`src/rtl/assert_macros.svh`:
```
// Assertion macros shared by the placer RTL.
`ifndef ASSERT_MACROS_SVH
`define ASSERT_MACROS_SVH
`ifndef SYNTHESIS
// prop must hold at every clock edge out of reset
`define GWP_ASSERT(lbl, clk, rst_n, prop) \
	lbl: assert property (@(posedge clk) disable iff (!rst_n) (prop)) \
		else $error("placer assertion failed");
// cond must never be seen out of reset
`define GWP_NEVER(lbl, clk, rst_n, cond) \
	lbl: assert property (@(posedge clk) disable iff (!rst_n) !(cond)) \
		else $error("placer forbidden condition seen");
`else
`define GWP_ASSERT(lbl, clk, rst_n, prop)
`define GWP_NEVER(lbl, clk, rst_n, cond)
`endif
`endif

```
`src/rtl/gwp_pkg.sv`:
```
// Types, constants and helpers of the word-wrap placer.
`default_nettype none
package gwp_pkg;
	localparam int WORD_DEPTH = 32;
	localparam int CNT_W      = $clog2(WORD_DEPTH + 1);
	localparam int ADDR_W     = $clog2(WORD_DEPTH);
	localparam int GLYPH_W    = 16;
	localparam int ADV_W      = 12;
	localparam int POS_W      = 22;
	localparam int LINE_W     = 10;
	localparam int WIDTH_W    = 18;
	localparam int ENTRY_W    = GLYPH_W + POS_W;

	localparam logic [POS_W-1:0]   POS_MAX          = '1;
	localparam logic [LINE_W-1:0]  LINE_MAX         = '1;
	localparam logic [WIDTH_W-1:0] LINE_WIDTH_RESET = '1;

	typedef enum logic [1:0] {
		KIND_GLYPH   = 2'd0,
		KIND_SPACE   = 2'd1,
		KIND_NEWLINE = 2'd2,
		KIND_END     = 2'd3
	} kind_t;

	typedef enum logic {
		CFG_WRAP_ENABLE = 1'b0,
		CFG_LINE_WIDTH  = 1'b1
	} cfg_idx_t;

	typedef enum logic [2:0] {
		ST_IDLE,
		ST_PLACE_A,
		ST_PLACE_B,
		ST_REPLAY,
		ST_WORD_END,
		ST_FINISH
	} state_t;

	typedef struct packed {
		kind_t              kind;
		logic [GLYPH_W-1:0] glyph;
		logic [ADV_W-1:0]   adv;
		logic               vis;
	} cmd_t;

	typedef struct packed {
		logic [GLYPH_W-1:0] glyph;
		logic [LINE_W-1:0]  line;
		logic [POS_W-1:0]   x;
		logic               done;
		logic               ovf;
		logic               last;
	} res_t;

	function automatic logic [POS_W-1:0] sat_pos(input logic [POS_W+1:0] v);
		return (v > {2'b00, POS_MAX}) ? POS_MAX : v[POS_W-1:0];
	endfunction

	function automatic logic [LINE_W-1:0] line_inc(input logic [LINE_W-1:0] l);
		return (l == LINE_MAX) ? l : l + 1'b1;
	endfunction
endpackage
`default_nettype wire

```
`src/rtl/gwp_ram.sv`:
```
// Generic single-write, single-read RAM with registered read data.
`default_nettype none
module gwp_ram #(
	parameter int WIDTH = 8,
	parameter int DEPTH = 16
) (
	input  wire logic                     clk,
	input  wire logic                     we,
	input  wire logic [$clog2(DEPTH)-1:0] waddr,
	input  wire logic [WIDTH-1:0]         wdata,
	input  wire logic                     re,
	input  wire logic [$clog2(DEPTH)-1:0] raddr,
	output logic      [WIDTH-1:0]         rdata
);
	logic [WIDTH-1:0] mem_q [DEPTH];

	always_ff @(posedge clk) begin
		if (we) begin
			mem_q[waddr] <= wdata;
		end
		if (re) begin
			rdata <= mem_q[raddr];
		end
	end
endmodule
`default_nettype wire

```
`src/rtl/gwp_front.sv`:
```
// Front end: input handshake, character classification and command queue.
`default_nettype none
`include "assert_macros.svh"
module gwp_front (
	input  wire logic                    clk,
	input  wire logic                    arst_n,
	input  wire logic                    push,
	output logic                         full,
	input  wire logic [1:0]              char_kind,
	input  wire logic [15:0]             glyph_code,
	input  wire logic [11:0]             advance,
	input  wire logic                    visible,
	output logic                         cmd_valid,
	input  wire logic                    cmd_pop,
	output gwp_pkg::cmd_t                cmd
);
	import gwp_pkg::*;

	cmd_t       ent_q [2];
	logic       wr_ptr_q;
	logic       rd_ptr_q;
	logic [1:0] cnt_q;
	cmd_t       cls;
	logic       do_push;
	logic       do_pop;

	// only ordinary glyphs are marked visible; other kinds never place a glyph
	always_comb begin
		cls.kind  = kind_t'(char_kind);
		cls.glyph = glyph_code;
		cls.adv   = advance;
		cls.vis   = visible && (kind_t'(char_kind) == KIND_GLYPH);
	end

	assign full      = (cnt_q == 2'd2);
	assign cmd_valid = (cnt_q != 2'd0);
	assign cmd       = ent_q[rd_ptr_q];
	assign do_push   = push && !full;
	assign do_pop    = cmd_pop && cmd_valid;

	always_ff @(posedge clk) begin
		if (do_push) begin
			ent_q[wr_ptr_q] <= cls;
		end
	end

	always_ff @(posedge clk or negedge arst_n) begin
		if (!arst_n) begin
			wr_ptr_q <= 1'b0;
			rd_ptr_q <= 1'b0;
			cnt_q    <= 2'd0;
		end else begin
			if (do_push) begin
				wr_ptr_q <= ~wr_ptr_q;
			end
			if (do_pop) begin
				rd_ptr_q <= ~rd_ptr_q;
			end
			cnt_q <= cnt_q + {1'b0, do_push} - {1'b0, do_pop};
		end
	end

	`GWP_NEVER(a_front_pop_empty, clk, arst_n, cmd_pop && !cmd_valid)
endmodule
`default_nettype wire

```
`src/rtl/gwp_resq.sv`:
```
// Result queue: two entries between the placer engine and the output ports.
`default_nettype none
`include "assert_macros.svh"
module gwp_resq (
	input  wire logic          clk,
	input  wire logic          arst_n,
	input  wire logic          res_push,
	input  wire gwp_pkg::res_t res_in,
	output logic               res_full,
	input  wire logic          pop,
	output logic               empty,
	output gwp_pkg::res_t      res_out
);
	import gwp_pkg::*;

	res_t       ent_q [2];
	logic       wr_ptr_q;
	logic       rd_ptr_q;
	logic [1:0] cnt_q;
	logic       do_push;
	logic       do_pop;

	assign res_full = (cnt_q == 2'd2);
	assign empty    = (cnt_q == 2'd0);
	assign res_out  = ent_q[rd_ptr_q];
	assign do_push  = res_push && !res_full;
	assign do_pop   = pop && !empty;

	always_ff @(posedge clk) begin
		if (do_push) begin
			ent_q[wr_ptr_q] <= res_in;
		end
	end

	always_ff @(posedge clk or negedge arst_n) begin
		if (!arst_n) begin
			wr_ptr_q <= 1'b0;
			rd_ptr_q <= 1'b0;
			cnt_q    <= 2'd0;
		end else begin
			if (do_push) begin
				wr_ptr_q <= ~wr_ptr_q;
			end
			if (do_pop) begin
				rd_ptr_q <= ~rd_ptr_q;
			end
			cnt_q <= cnt_q + {1'b0, do_push} - {1'b0, do_pop};
		end
	end

	`GWP_NEVER(a_resq_overfill, clk, arst_n, res_push && res_full)
endmodule
`default_nettype wire

```
`src/rtl/gwp_back.sv`:
```
// Back end: word buffering, line placement and glyph replay sequencer.
`default_nettype none
`include "assert_macros.svh"
module gwp_back (
	input  wire logic                           clk,
	input  wire logic                           arst_n,
	input  wire logic                           wrap_enable,
	input  wire logic [gwp_pkg::WIDTH_W-1:0]    line_width,
	input  wire logic                           cmd_valid,
	output logic                                cmd_pop,
	input  wire gwp_pkg::cmd_t                  cmd,
	output logic                                ram_we,
	output logic [gwp_pkg::ADDR_W-1:0]          ram_waddr,
	output logic [gwp_pkg::ENTRY_W-1:0]         ram_wdata,
	output logic                                ram_re,
	output logic [gwp_pkg::ADDR_W-1:0]          ram_raddr,
	input  wire logic [gwp_pkg::ENTRY_W-1:0]    ram_rdata,
	output logic                                res_push,
	output gwp_pkg::res_t                       res,
	input  wire logic                           res_full
);
	import gwp_pkg::*;

	state_t             state_q, state_n;
	cmd_t               cmd_q, cmd_n;
	logic [POS_W-1:0]   ll_q, ll_n;
	logic [POS_W-1:0]   ps_q, ps_n;
	logic [POS_W-1:0]   wl_q, wl_n;
	logic [LINE_W-1:0]  cl_q, cl_n;
	logic               used_q, used_n;
	logic               open_q, open_n;
	logic               ovf_q, ovf_n;
	logic               pov_q, pov_n;
	logic [CNT_W-1:0]   cnt_q, cnt_n;
	logic [CNT_W-1:0]   idx_q, idx_n;
	logic [POS_W:0]     sum_s1, sum_n;
	logic [POS_W-1:0]   x0_q, x0_n;
	logic               close_q, close_n;

	logic [POS_W+1:0]   need;
	logic [GLYPH_W-1:0] rd_glyph;
	logic [POS_W-1:0]   rd_off;
	logic [CNT_W-1:0]   idx_inc;
	logic [LINE_W-1:0]  total;

	assign need     = {1'b0, sum_s1} + {2'b00, wl_q};
	assign rd_glyph = ram_rdata[ENTRY_W-1 -: GLYPH_W];
	assign rd_off   = ram_rdata[POS_W-1:0];
	assign idx_inc  = idx_q + 1'b1;
	assign total    = (cl_q == LINE_MAX) ? cl_q : cl_q + {{(LINE_W-1){1'b0}}, used_q};

	always_comb begin
		state_n = state_q;
		cmd_n   = cmd_q;
		ll_n    = ll_q;
		ps_n    = ps_q;
		wl_n    = wl_q;
		cl_n    = cl_q;
		used_n  = used_q;
		open_n  = open_q;
		ovf_n   = ovf_q;
		pov_n   = pov_q;
		cnt_n   = cnt_q;
		idx_n   = idx_q;
		sum_n   = sum_s1;
		x0_n    = x0_q;
		close_n = close_q;

		cmd_pop   = 1'b0;
		ram_we    = 1'b0;
		ram_waddr = cnt_q[ADDR_W-1:0];
		ram_wdata = {cmd.glyph, wl_q};
		ram_re    = 1'b0;
		ram_raddr = idx_q[ADDR_W-1:0];
		res_push  = 1'b0;
		res       = '0;

		unique case (state_q)
			ST_IDLE: begin
				if (cmd_valid) begin
					if (!wrap_enable) begin
						// single line: glyphs go straight out at the pen
						if (cmd.kind == KIND_END) begin
							res.line = {{(LINE_W-1){1'b0}}, 1'b1};
							res.done = 1'b1;
							res.last = 1'b1;
							if (!res_full) begin
								res_push = 1'b1;
								cmd_pop  = 1'b1;
								ps_n     = '0;
								ll_n     = '0;
								cl_n     = '0;
								used_n   = 1'b0;
								wl_n     = '0;
								cnt_n    = '0;
								ovf_n    = 1'b0;
								open_n   = 1'b0;
							end
						end else begin
							res.glyph = cmd.glyph;
							res.x     = ll_q;
							res.last  = 1'b1;
							if (!(cmd.vis && res_full)) begin
								res_push = cmd.vis;
								cmd_pop  = 1'b1;
								ll_n     = sat_pos({2'b00, ll_q} + {12'd0, cmd.adv});
							end
						end
					end else if (cmd.kind == KIND_GLYPH) begin
						cmd_pop = 1'b1;
						if (cmd.vis) begin
							if (cnt_q < CNT_W'(WORD_DEPTH)) begin
								ram_we = 1'b1;
								cnt_n  = cnt_q + 1'b1;
							end else begin
								ovf_n = 1'b1;
							end
						end
						wl_n   = sat_pos({2'b00, wl_q} + {12'd0, cmd.adv});
						open_n = 1'b1;
					end else begin
						cmd_pop = 1'b1;
						cmd_n   = cmd;
						pov_n   = 1'b0;
						state_n = open_q ? ST_PLACE_A : ST_FINISH;
					end
				end
			end
			ST_PLACE_A: begin
				sum_n   = {1'b0, ll_q} + {1'b0, ps_q};
				state_n = ST_PLACE_B;
			end
			ST_PLACE_B: begin
				close_n = 1'b0;
				x0_n    = '0;
				if (used_q && (need <= {6'd0, line_width})) begin
					x0_n = sat_pos({1'b0, sum_s1});
					ll_n = sat_pos(need);
				end else begin
					if (used_q) begin
						cl_n   = line_inc(cl_q);
						used_n = 1'b0;
						ll_n   = '0;
					end
					// word alone on its line; too long means it closes the line
					if (wl_q > {4'd0, line_width}) begin
						close_n = 1'b1;
					end else begin
						ll_n   = wl_q;
						used_n = 1'b1;
					end
				end
				idx_n = '0;
				if (cnt_q != '0) begin
					ram_re    = 1'b1;
					ram_raddr = '0;
					state_n   = ST_REPLAY;
				end else begin
					state_n = ST_WORD_END;
				end
			end
			ST_REPLAY: begin
				res.glyph = rd_glyph;
				res.line  = cl_q;
				res.x     = sat_pos({2'b00, x0_q} + {2'b00, rd_off});
				res.ovf   = ovf_q;
				res.last  = (idx_inc == cnt_q) && (cmd_q.kind != KIND_END);
				if (!res_full) begin
					res_push = 1'b1;
					if (idx_inc == cnt_q) begin
						state_n = ST_WORD_END;
					end else begin
						ram_re    = 1'b1;
						ram_raddr = idx_inc[ADDR_W-1:0];
						idx_n     = idx_inc;
					end
				end
			end
			ST_WORD_END: begin
				if (close_q) begin
					cl_n   = line_inc(cl_q);
					used_n = 1'b0;
					ll_n   = '0;
				end
				pov_n   = ovf_q;
				ps_n    = '0;
				cnt_n   = '0;
				wl_n    = '0;
				ovf_n   = 1'b0;
				open_n  = 1'b0;
				state_n = ST_FINISH;
			end
			ST_FINISH: begin
				case (cmd_q.kind)
					KIND_SPACE: begin
						ps_n    = sat_pos({2'b00, ps_q} + {12'd0, cmd_q.adv});
						state_n = ST_IDLE;
					end
					KIND_NEWLINE: begin
						cl_n    = line_inc(cl_q);
						used_n  = 1'b0;
						ll_n    = '0;
						ps_n    = '0;
						state_n = ST_IDLE;
					end
					default: begin
						// end of text: line total, then back to a fresh text
						res.line = total;
						res.done = 1'b1;
						res.ovf  = pov_q;
						res.last = 1'b1;
						if (!res_full) begin
							res_push = 1'b1;
							ps_n     = '0;
							ll_n     = '0;
							cl_n     = '0;
							used_n   = 1'b0;
							wl_n     = '0;
							cnt_n    = '0;
							ovf_n    = 1'b0;
							open_n   = 1'b0;
							state_n  = ST_IDLE;
						end
					end
				endcase
			end
			default: begin
				state_n = ST_IDLE;
			end
		endcase
	end

	always_ff @(posedge clk) begin
		cmd_q  <= cmd_n;
		sum_s1 <= sum_n;
		x0_q   <= x0_n;
		idx_q  <= idx_n;
	end

	always_ff @(posedge clk or negedge arst_n) begin
		if (!arst_n) begin
			state_q <= ST_IDLE;
			ll_q    <= '0;
			ps_q    <= '0;
			wl_q    <= '0;
			cl_q    <= '0;
			used_q  <= 1'b0;
			open_q  <= 1'b0;
			ovf_q   <= 1'b0;
			pov_q   <= 1'b0;
			cnt_q   <= '0;
			close_q <= 1'b0;
		end else begin
			state_q <= state_n;
			ll_q    <= ll_n;
			ps_q    <= ps_n;
			wl_q    <= wl_n;
			cl_q    <= cl_n;
			used_q  <= used_n;
			open_q  <= open_n;
			ovf_q   <= ovf_n;
			pov_q   <= pov_n;
			cnt_q   <= cnt_n;
			close_q <= close_n;
		end
	end

	`GWP_ASSERT(a_back_cnt_bound, clk, arst_n, cnt_q <= CNT_W'(WORD_DEPTH))
	`GWP_NEVER(a_back_replay_idx, clk, arst_n, (state_q == ST_REPLAY) && (idx_q >= cnt_q))
	`GWP_NEVER(a_back_ovf_no_word, clk, arst_n, ovf_q && !open_q)
endmodule
`default_nettype wire

```
`src/rtl/greedy_word_wrap_placer.sv`:
```
// Top level of the greedy word-wrap glyph placer.
//
// Input channel: one decoded character per request (char_kind, glyph_code,
// advance, visible), taken at a clock edge with push high and full low. A
// two-entry command queue sits behind the input, so requests are taken while
// the engine is busy replaying a word.
// Result channel: placed glyphs (out_glyph, line_index, x_pos) and one
// end-of-text summary (text_done, line total in line_index). The oldest
// result is shown while empty is low and leaves on pop. last marks the final
// result a request caused; word_overflow flags words longer than the buffer.
// Timing: in wrap mode a glyph is buffered from the idle state; a space,
// newline or end of text closing a word passes through PLACE_A, PLACE_B,
// REPLAY (if glyphs are buffered; they are read back one at a time through
// the single read port of the word buffer), WORD_END and FINISH, and with no
// open word straight to FINISH. In single-line mode a result enters the
// result queue at the edge its request leaves the command queue; a word's
// first glyph enters from REPLAY, after PLACE_A and PLACE_B.
// A full result queue stalls the engine; the command queue then fills and
// full rises. Reset empties both queues, clears all text state and loads
// wrap_enable = 0, line_width = all ones. Configure only while idle.
`default_nettype none
module greedy_word_wrap_placer (
	input  wire logic        clk,
	input  wire logic        arst_n,
	input  wire logic        cfg_we,
	input  wire logic        cfg_index,
	input  wire logic [17:0] cfg_data,
	input  wire logic        push,
	output logic             full,
	input  wire logic [1:0]  char_kind,
	input  wire logic [15:0] glyph_code,
	input  wire logic [11:0] advance,
	input  wire logic        visible,
	output logic             empty,
	input  wire logic        pop,
	output logic [15:0]      out_glyph,
	output logic [9:0]       line_index,
	output logic [21:0]      x_pos,
	output logic             text_done,
	output logic             word_overflow,
	output logic             last
);
	import gwp_pkg::*;

	logic               wrap_q;
	logic [WIDTH_W-1:0] lwidth_q;
	cmd_t               cmd;
	logic               cmd_valid;
	logic               cmd_pop;
	logic               ram_we;
	logic [ADDR_W-1:0]  ram_waddr;
	logic [ENTRY_W-1:0] ram_wdata;
	logic               ram_re;
	logic [ADDR_W-1:0]  ram_raddr;
	logic [ENTRY_W-1:0] ram_rdata;
	logic               res_push;
	logic               res_full;
	res_t               res_in;
	res_t               res_out;

	// configuration registers
	always_ff @(posedge clk or negedge arst_n) begin
		if (!arst_n) begin
			wrap_q   <= 1'b0;
			lwidth_q <= LINE_WIDTH_RESET;
		end else if (cfg_we) begin
			unique case (cfg_idx_t'(cfg_index))
				CFG_WRAP_ENABLE: wrap_q   <= cfg_data[0];
				CFG_LINE_WIDTH:  lwidth_q <= cfg_data;
				default: ;
			endcase
		end
	end

	gwp_front u_front (
		.clk        (clk),
		.arst_n     (arst_n),
		.push       (push),
		.full       (full),
		.char_kind  (char_kind),
		.glyph_code (glyph_code),
		.advance    (advance),
		.visible    (visible),
		.cmd_valid  (cmd_valid),
		.cmd_pop    (cmd_pop),
		.cmd        (cmd)
	);

	// word buffer: glyph code and x offset inside the word
	gwp_ram #(
		.WIDTH (ENTRY_W),
		.DEPTH (WORD_DEPTH)
	) u_word_ram (
		.clk   (clk),
		.we    (ram_we),
		.waddr (ram_waddr),
		.wdata (ram_wdata),
		.re    (ram_re),
		.raddr (ram_raddr),
		.rdata (ram_rdata)
	);

	gwp_back u_back (
		.clk         (clk),
		.arst_n      (arst_n),
		.wrap_enable (wrap_q),
		.line_width  (lwidth_q),
		.cmd_valid   (cmd_valid),
		.cmd_pop     (cmd_pop),
		.cmd         (cmd),
		.ram_we      (ram_we),
		.ram_waddr   (ram_waddr),
		.ram_wdata   (ram_wdata),
		.ram_re      (ram_re),
		.ram_raddr   (ram_raddr),
		.ram_rdata   (ram_rdata),
		.res_push    (res_push),
		.res         (res_in),
		.res_full    (res_full)
	);

	gwp_resq u_resq (
		.clk      (clk),
		.arst_n   (arst_n),
		.res_push (res_push),
		.res_in   (res_in),
		.res_full (res_full),
		.pop      (pop),
		.empty    (empty),
		.res_out  (res_out)
	);

	assign out_glyph     = res_out.glyph;
	assign line_index    = res_out.line;
	assign x_pos         = res_out.x;
	assign text_done     = res_out.done;
	assign word_overflow = res_out.ovf;
	assign last          = res_out.last;
endmodule
`default_nettype wire

```
`config.mk`:
```
export PLATFORM = sky130hd
export DESIGN_NAME = greedy_word_wrap_placer
export DESIGN_NICKNAME = d
export VERILOG_FILES = /design/src/rtl/gwp_pkg.sv /design/src/rtl/gwp_ram.sv /design/src/rtl/gwp_front.sv /design/src/rtl/gwp_resq.sv /design/src/rtl/gwp_back.sv /design/src/rtl/greedy_word_wrap_placer.sv
export VERILOG_INCLUDE_DIRS = /design/src /design/src/rtl
export SDC_FILE = /design/constraint.sdc
export NUM_CORES = 2
export LEC_CHECK = 0
export BUFFER_PORTS_ARGS = -buffer_cell sky130_fd_sc_hd__clkbuf_2
export CORE_UTILIZATION = 53
export CTS_BUF_LIST = sky130_fd_sc_hd__clkbuf_4 sky130_fd_sc_hd__clkbuf_8
export DETAILED_ROUTE_END_ITERATION = 10
export GPL_TIMING_DRIVEN = 0
export PLACE_DENSITY_LB_ADDON = 0.1
export SYNTH_ARGS = -nofsm -noshare
export SYNTH_HDL_FRONTEND = slang
export SYNTH_SLANG_ARGS = --single-unit
```
`constraint.sdc`:
```
create_clock -name clk -period 5 [get_ports clk]
set_input_delay 0.5 -clock clk [delete_from_list [all_inputs] [get_ports clk]]
set_output_delay 0.5 -clock clk [all_outputs]
set_load 0.1 [all_outputs]
```
* Word-level counts from Yosys, hierarchy flattened
Memories as Yosys holds them, arrays and structs flattened. A register that Yosys moved wholly into a read port is not among the register bits.
Index checks and enable logic that the tools add are counted.
W data, S select, Z words.
** Word-level totals
- Flip-flop bits (word level) :: 182
- Bits in writable memories :: 1380
- Input bits :: 55
- Output and inout port bits :: 53
- Logic and storage cells :: 267
- Memories kept :: 3
** Memory list
- u_word_ram.mem_q :: depth 32, width 38, read ports 1, clocked after Yosys merged registers in 1, write ports 1, line gwp_ram.sv:15 : logic [WIDTH-1:0] mem_q [DEPTH];
- u_resq.ent_q :: depth 2, width 51, read ports 1, clocked after Yosys merged registers in 0, write ports 1, line gwp_resq.sv:16 : res_t ent_q [2];
- u_front.ent_q :: depth 2, width 31, read ports 1, clocked after Yosys merged registers in 0, write ports 1, line gwp_front.sv:19 : cmd_t ent_q [2];
** Cells by class
- $add $sub $neg :: 14
- $lt $le $gt $ge :: 9
- Equality and inequality tests :: 34
- Multiplexer cells :: 142
- Bitwise logic cells :: 6
- Reductions and logical operators :: 35
** Operators with widths (count)
- $mux W22 :: 26
- $pmux W22 S2 :: 3
- $pmux W22 S3 :: 2
- $gt A24 B22 Y1 const B :: 5
- $mux W10 :: 10
- $mux W49 :: 2
- $pmux W22 S4 :: 1
- $add A22 B12 Y23 :: 3
- $mux W6 :: 10
- $mux W1 :: 56
- $add A22 B22 Y23 :: 2
- $pmux W10 S4 :: 1
- $pmux W16 S2 :: 1
- $mux W3 :: 10
- $pmux W10 S3 :: 1
- $reduce_and A7 Y1 :: 4
- $add A23 B22 Y24 :: 1
- $le A24 B18 Y1 :: 1
- $gt A23 B22 Y1 const B :: 1
- $gt A22 B18 Y1 :: 1
- $ne A2 B2 Y1 const B :: 10
- $pmux W10 S2 :: 1
- $pmux W3 S6 :: 1
- $pmux W6 S3 :: 1
- other kinds (40) :: 86

* Logic depth before layout (Yosys ltp)
- Word-level depth :: 10
- Depth in mapped cells :: 23

* Hierarchy
Synthesis repeated with hierarchy kept, for this count alone.
** Second synthesis, totals
- Cell total of the unflattened synthesis :: 4629
- Area, all modules :: 69794.4 µm²
** Modules (own cells, without submodules)
- gwp_ram :: instances 1, cells an instance 2675, area each 48541.6 µm²
- gwp_back :: instances 1, cells an instance 1620, area each 13852.0 µm²
- gwp_resq :: instances 1, cells an instance 177, area each 4132.7 µm²
- gwp_front :: instances 1, cells an instance 116, area each 2481.1 µm²
- greedy_word_wrap_placer :: instances 1, cells an instance 41, area each 787.0 µm²

* Worst setup path after synthesis
Ideal clock, no wire load.
- Path kind :: reg-to-reg
- From :: register u_back.wl_q[0]
- To :: register u_back.x0_q[12] (data pin)
- Library setup time :: 0.130 ns
- Arrival :: 4.706 ns
- Setup slack :: 0.164 ns
- Stages on the path, launching flop included :: 22
- Path through :: dfrtp_1 -> ha_1 -> inv_1 -> fa_1 -> nor2b_1 -> o31a_1 -> o22ai_1 -> o311a_1 -> o21bai_1 -> a21oi_1 -> o21bai_1 -> a21oi_1 -> xnor2_1 -> ha_1 -> a211oi_1 -> o211ai_1 -> o21ai_0 -> nand3_1 -> or2_1 -> nor3_2 -> clkbuf_1 -> o21a_1
** On the way
- Longest elaborated chain between the ends :: 3
** Ends and longest elaborated chain
- from (decl) :: line gwp_back.sv:28 : logic [POS_W-1:0] wl_q, wl_n;
- from (signal assigned) :: line gwp_back.sv:257 : wl_q <= wl_n;
- $add A23 B22 Y24 :: line gwp_back.sv:46 : assign need = {1'b0, sum_s1} + {2'b00, wl_q};
- $le A24 B18 Y1 :: line gwp_back.sv:136 : if (used_q && (need <= {6'd0, line_width})) begin
- $logic_and A1 B1 Y1 :: line gwp_back.sv:136
- to (signal assigned) :: line gwp_back.sv:236 : x0_q <= x0_n;
- to (decl) :: line gwp_back.sv:37 : logic [POS_W-1:0] x0_q, x0_n;
Every way passes these cells.
A chain may end at the register's enable or synchronous reset.

* Worst setup path in the final report
- From :: register u_back.cnt_q[4]
- To :: register u_word_ram.rdata[25] (read register of u_word_ram.mem_q) (data pin)
** On the way
- Longest elaborated chain between the ends :: 4
- Elaborated cells on any way between the ends :: 10
- Those cells by class :: eq/ne (1); mux (8); reduce/logical (1)
** Ends and longest elaborated chain
- from (decl) :: line gwp_back.sv:34 : logic [CNT_W-1:0] cnt_q, cnt_n;
- from (signal assigned) :: line gwp_back.sv:263 : cnt_q <= cnt_n;
- $eq A6 B6 Y1 :: line gwp_back.sv:170 : if (idx_inc == cnt_q) begin
- $mux W5 / $mux W1 (equally long branches) :: line gwp_back.sv:170
- $mux W5 / $mux W1 (equally long branches) :: line gwp_back.sv:168 : if (!res_full) begin
- $pmux W5 S2 / $pmux W1 S2 (equally long branches) :: line gwp_back.sv:78 : unique case (state_q)
- to (decl) :: line gwp_ram.sv:13 : output logic [WIDTH-1:0] rdata
Parallel ways exist; a longest one is shown, timed or not.

==> run_results.csv <==
group,metric,value,unit
flow_run,drv_cap,1,
logic_synthesis,synth_edf_count,1483,
critical_path,required,5.68,ns
placement,place_congestion,0.9235,
final_layout,final_core_util,0.6205,
timing,clock.fmax,199.3,MHz
clock_network,cts_tree,"yes",
logic_synthesis,seq_area_frac_synth,0.6745,
floorplan,die_w,366.5,um
final_layout,fin_area,81670,um^2
clock_network,htreeDepth,5,
clock_network,clkLatencyLatePin,0.99,ns
power,cellPowerDensity,556.1,nW/um^2
logic_synthesis,synth_xor_area_frac,0.01201,
grt,grt_pass1_wl,287800,um
logic_synthesis,synth_mux_area_frac,0.1476,
logic_synthesis,synth.top_cell.area_share,0.6326,
floorplan,die_area,134300,um^2
status,violations,"max-capacitance violations, max-slew violations, negative setup slack",
final_layout,n_fill_cell,9791,
timing,timing.hold.ws,0.09218,ns
clock_network,path_clk_slew,0.06,ns
final_layout,area_growth,16.01,%
logic_synthesis,ys_warn_count,0,
route,drt-initial-drc-count,4442,
logic_synthesis,synth_largest_area_cell,"edfxtp_1",
final_layout,layout.nets,5351,
route,drt_wl_total,205500,um
power,irDropWorstVdd,712.5,uV
critical_path,crit_slowest_cell,"or3_1",
critical_path,start_kind,"register",
placement,portBuffers,107,
status,status,"finished with violations",
floorplan,rows,133,
logic_synthesis,netlist_instances,4566,
timing,setup_viol,1,
timing,slew_headroom,-0.03072,
route,dr.pass1.iters,6,
clock_network,cts_root_buf,"clkbuf_8",
placement,dp_hpwl,134300,um
critical_path,cpMostUsedCell,"or3_1",
logic_synthesis,synth_compound_area_frac,0.06747,
critical_path,max_stage_delay,0.61,ns
grt,antenna_found_initial,5,
critical_path,crit_fanout,10,
final_layout,drive_above_1_share,0.2001,
route,drcViolationCount,0,
critical_path,crit_arrival,5.70,ns
floorplan,start_util,0.5348,
timing,drv_slew,4,
critical_path,cp-end-kind,"register",
logic_synthesis,synthAdderAreaFrac,0.02890,
clock_network,numCtsBuffers,283,
worst_hold_path,min_path_type,"in2async",
timing,finalHoldViolations,0,
floorplan,pin_count,108,
grt,first_global_vias,41910,
grt,track_usage,0.2994,
logic_synthesis,synthesis.nets,4780,
logic_synthesis,async_reset_ff_frac,0.07313,
critical_path,regToRegStartpoint,"u_back.cnt_q[4]$_DFFE_PN0P_",
timing,fin_crit,5.017,ns
placement,placed_area,74480,um^2
critical_path,crit_type,"reg2reg",
logic_synthesis,synthesis.area,70400,um^2
timing,period_share,1.003,
logic_synthesis,synthFlopType,"edfxtp_1",
timing,worstMarginPinSlew,1.534,ns
power,p_leak,0.03085,uW
grt,grt_max_degree,97,
logic_synthesis,synth_cell_types,82,
route,vias_per_cell,6.081,
timing,setup_ws,-0.01737,ns
grt,grt_overflow_total,0,
route,ant_nets,0,
power,total_power,45420,uW
logic_synthesis,ys_seq_elements,1600,
route,vias,43010,
clock_network,cts_num_sinks,1600,
route,wl_per_cell,29.05,um
logic_synthesis,synth-simple-area-share,0.04703,
critical_path,startpoint,"u_back.cnt_q[4]$_DFFE_PN0P_",
clock_network,cts_buffer_depth,4,
logic_synthesis,synth_top_family_by_area,"multiplexers",
critical_path,path_cells,"buf_2 -> or3_1 -> or3b_1 -> o21ai_0 -> nand2_1 -> o21ai_4 -> or3_1 -> buf_4 -> clkbuf_2 -> o22ai_1 -> nor4_2",
timing,clock_skew,0.05978,ns
logic_synthesis,post_synth.cell_area_avg,15.42,um^2
floorplan,core,131600,um^2
timing,rsz0062_at_grt,"yes",
floorplan,die_h,366.5,um
logic_synthesis,synthTopCellsByArea,"edfxtp_1, mux2i_1, dfrtp_1",
critical path, delay by kind of cell, from the launching register on:
| family | cells | cell delay (ns) |
|---|---|---|
| AOI/OAI and AO/OA | 3 | 0.98 |
| buffers and inverters | 3 | 1.06 |
| DFF | 1 | 0.40 |
| and+or+nand+nor | 5 | 2.26 |
sequential cells by signal, summed over array words and instances, names as in the netlist, 10 cells and up:
signal,count
u_back.ps_q,22
u_front.ent_q,62
u_resq.ent_q,102
u_word_ram.rdata,38
u_word_ram.mem_q,1216
u_back.x0_q,22
u_back.ll_q,22
u_back.wl_q,22
u_back.sum_s1,23
u_back.cmd_q,14
lwidth_q,18
u_back.cl_q,10
cell families (layout without fill, tap and decap cells):
group / after synthesis / count (layout)
AND/OR/NAND/NOR: 651 / 654
flip-flops: 1600 / 1600
buffers and inverters: 300 / 1048
multiplexers: 1025 / 1025
adder cells (fa/ha/maj): 159 / 159
XOR/XNOR: 94 / 94
AO/OA/AOI/OAI: 737 / 737
other: 0 / 1
power by group:
group / switching (uW) / internal [uW] / leakage, uW / total (uW)
clock network: 5180 / 6220 / 0.00271 / 11400
logic: 11200 / 5490 / 0.0130 / 16700
registers: 656 / 16600 / 0.0151 / 17300
layer usage:
| layer | track usage | vias to the layer above | routed length, um |
|---|---|---|---|
| li1 | - | 18960 | - |
| met1 | 0.4213 | 21910 | 87200 |
| met2 | 0.4763 | 1851 | 96810 |
| met3 | 0.05415 | 297 | 15570 |
| met4 | 0.09028 | 0 | 5873 |
| met5 | 0 | - | 0 |
worst paths after layout:
kind                                                  end  slack, ns  cells after the start
max                        u_word_ram.rdata[25]$_DFFE_PP_      -0.02                     11
min                         u_back.state_q[2]$_DFFE_PN0P_       0.09                      3
max reg2reg                u_word_ram.rdata[25]$_DFFE_PP_      -0.02                     11
min reg2reg                    u_back.close_q$_DFFE_PN0P_       0.48                      2
max in group asynchronous    u_front.rd_ptr_q$_DFFE_PN0P_       3.39                      3
min in group clk                 lwidth_q[13]$_DFFE_PN1P_       0.13                      3
metrics by stage:
step	TNS [ns]	instances	setup WS, ns
floorplan	0	4566	0.1637
global route	-5.048	7073	-0.1347
global placement	-2690.23	6428	-3.087
CTS	0	7034	0.0007518
detailed placement	-182.63	6478	-3.085
finish	-0.01737	7073	-0.01737
Yosys cell counts, types with 10 or more instances:
| library cell | number |
|---|---|
| a211oi_1 | 20 |
| a21o_1 | 50 |
| a21oi_1 | 121 |
| a221oi_1 | 20 |
| a22o_1 | 29 |
| a31oi_1 | 25 |
| a41oi_1 | 10 |
| and2_1 | 12 |
| and3_1 | 19 |
| buf_2 | 44 |
| buf_4 | 29 |
| buf_6 | 35 |
| clkbuf_1 | 93 |
| dfrtp_1 | 99 |
| dfstp_2 | 18 |
| edfxtp_1 | 1483 |
| ha_1 | 153 |
| inv_1 | 90 |
| mux2_2 | 102 |
| mux2i_1 | 923 |
| nand2_1 | 223 |
| nand2b_1 | 10 |
| nand3_1 | 50 |
| nand4_1 | 20 |
| nor2_1 | 163 |
| nor2b_1 | 27 |
| nor3_1 | 34 |
| nor4_2 | 39 |
| o21a_1 | 45 |
| o21ai_0 | 162 |
| o22ai_1 | 158 |
| o31ai_1 | 11 |
| or3_1 | 13 |
| xnor2_1 | 67 |
| xor2_1 | 25 |
layout make-up:
cell class                      count  area (um^2)  area share
Clock inverter                     87        489.2    0.005990
Buffer                            207         1304     0.01596
Sequential cell                  1600        47540      0.5821
Inverter                           90        341.6    0.004182
Multi-Input combinational cell   2669        22070      0.2702
Timing Repair inverter              1        5.005  0.00006128
Antenna cell                        1        2.502  0.00003064
Clock buffer                      378         4671     0.05719
Tap cell                         1755         2196     0.02689
Timing Repair Buffer              285         3058     0.03744
repair_timing:
action,4_1_cts,5_1_grt
hold buffers,55,0
hold endpoints to repair,183,0
cloned,1,3
endpoints found under the setup margin,116,340
pin swaps,17,48
setup buffers,36,38
gates resized for setup,76,72
placed cells by master, fill, tap and decap left out, types with 14 or more instances in the layout:
| master | count |
|---|---|
| a211oi_1 | 18 |
| a21o_1 | 50 |
| a21oi_1 | 114 |
| a22o_1 | 29 |
| a31oi_1 | 24 |
| and3_1 | 18 |
| buf_12 | 49 |
| buf_16 | 15 |
| buf_2 | 40 |
| buf_4 | 65 |
| buf_6 | 49 |
| buf_8 | 16 |
| clkbuf_1 | 78 |
| clkbuf_2 | 121 |
| clkbuf_4 | 86 |
| clkbuf_8 | 295 |
| clkinv_1 | 59 |
| clkinv_2 | 14 |
| dfrtp_1 | 77 |
| dfstp_2 | 18 |
| dlygate4sd3_1 | 55 |
| edfxtp_1 | 1483 |
| ha_1 | 149 |
| inv_1 | 88 |
| mux2_2 | 102 |
| mux2i_1 | 922 |
| nand2_1 | 217 |
| nand3_1 | 49 |
| nand4_1 | 20 |
| nor2_1 | 129 |
| nor2_4 | 34 |
| nor2b_1 | 26 |
| nor3_1 | 33 |
| nor4_2 | 38 |
| o21a_1 | 45 |
| o21ai_0 | 157 |
| o22ai_1 | 156 |
| xnor2_1 | 62 |
| xor2_1 | 23 |
Note: power is estimated with default switching activity, not from simulation.
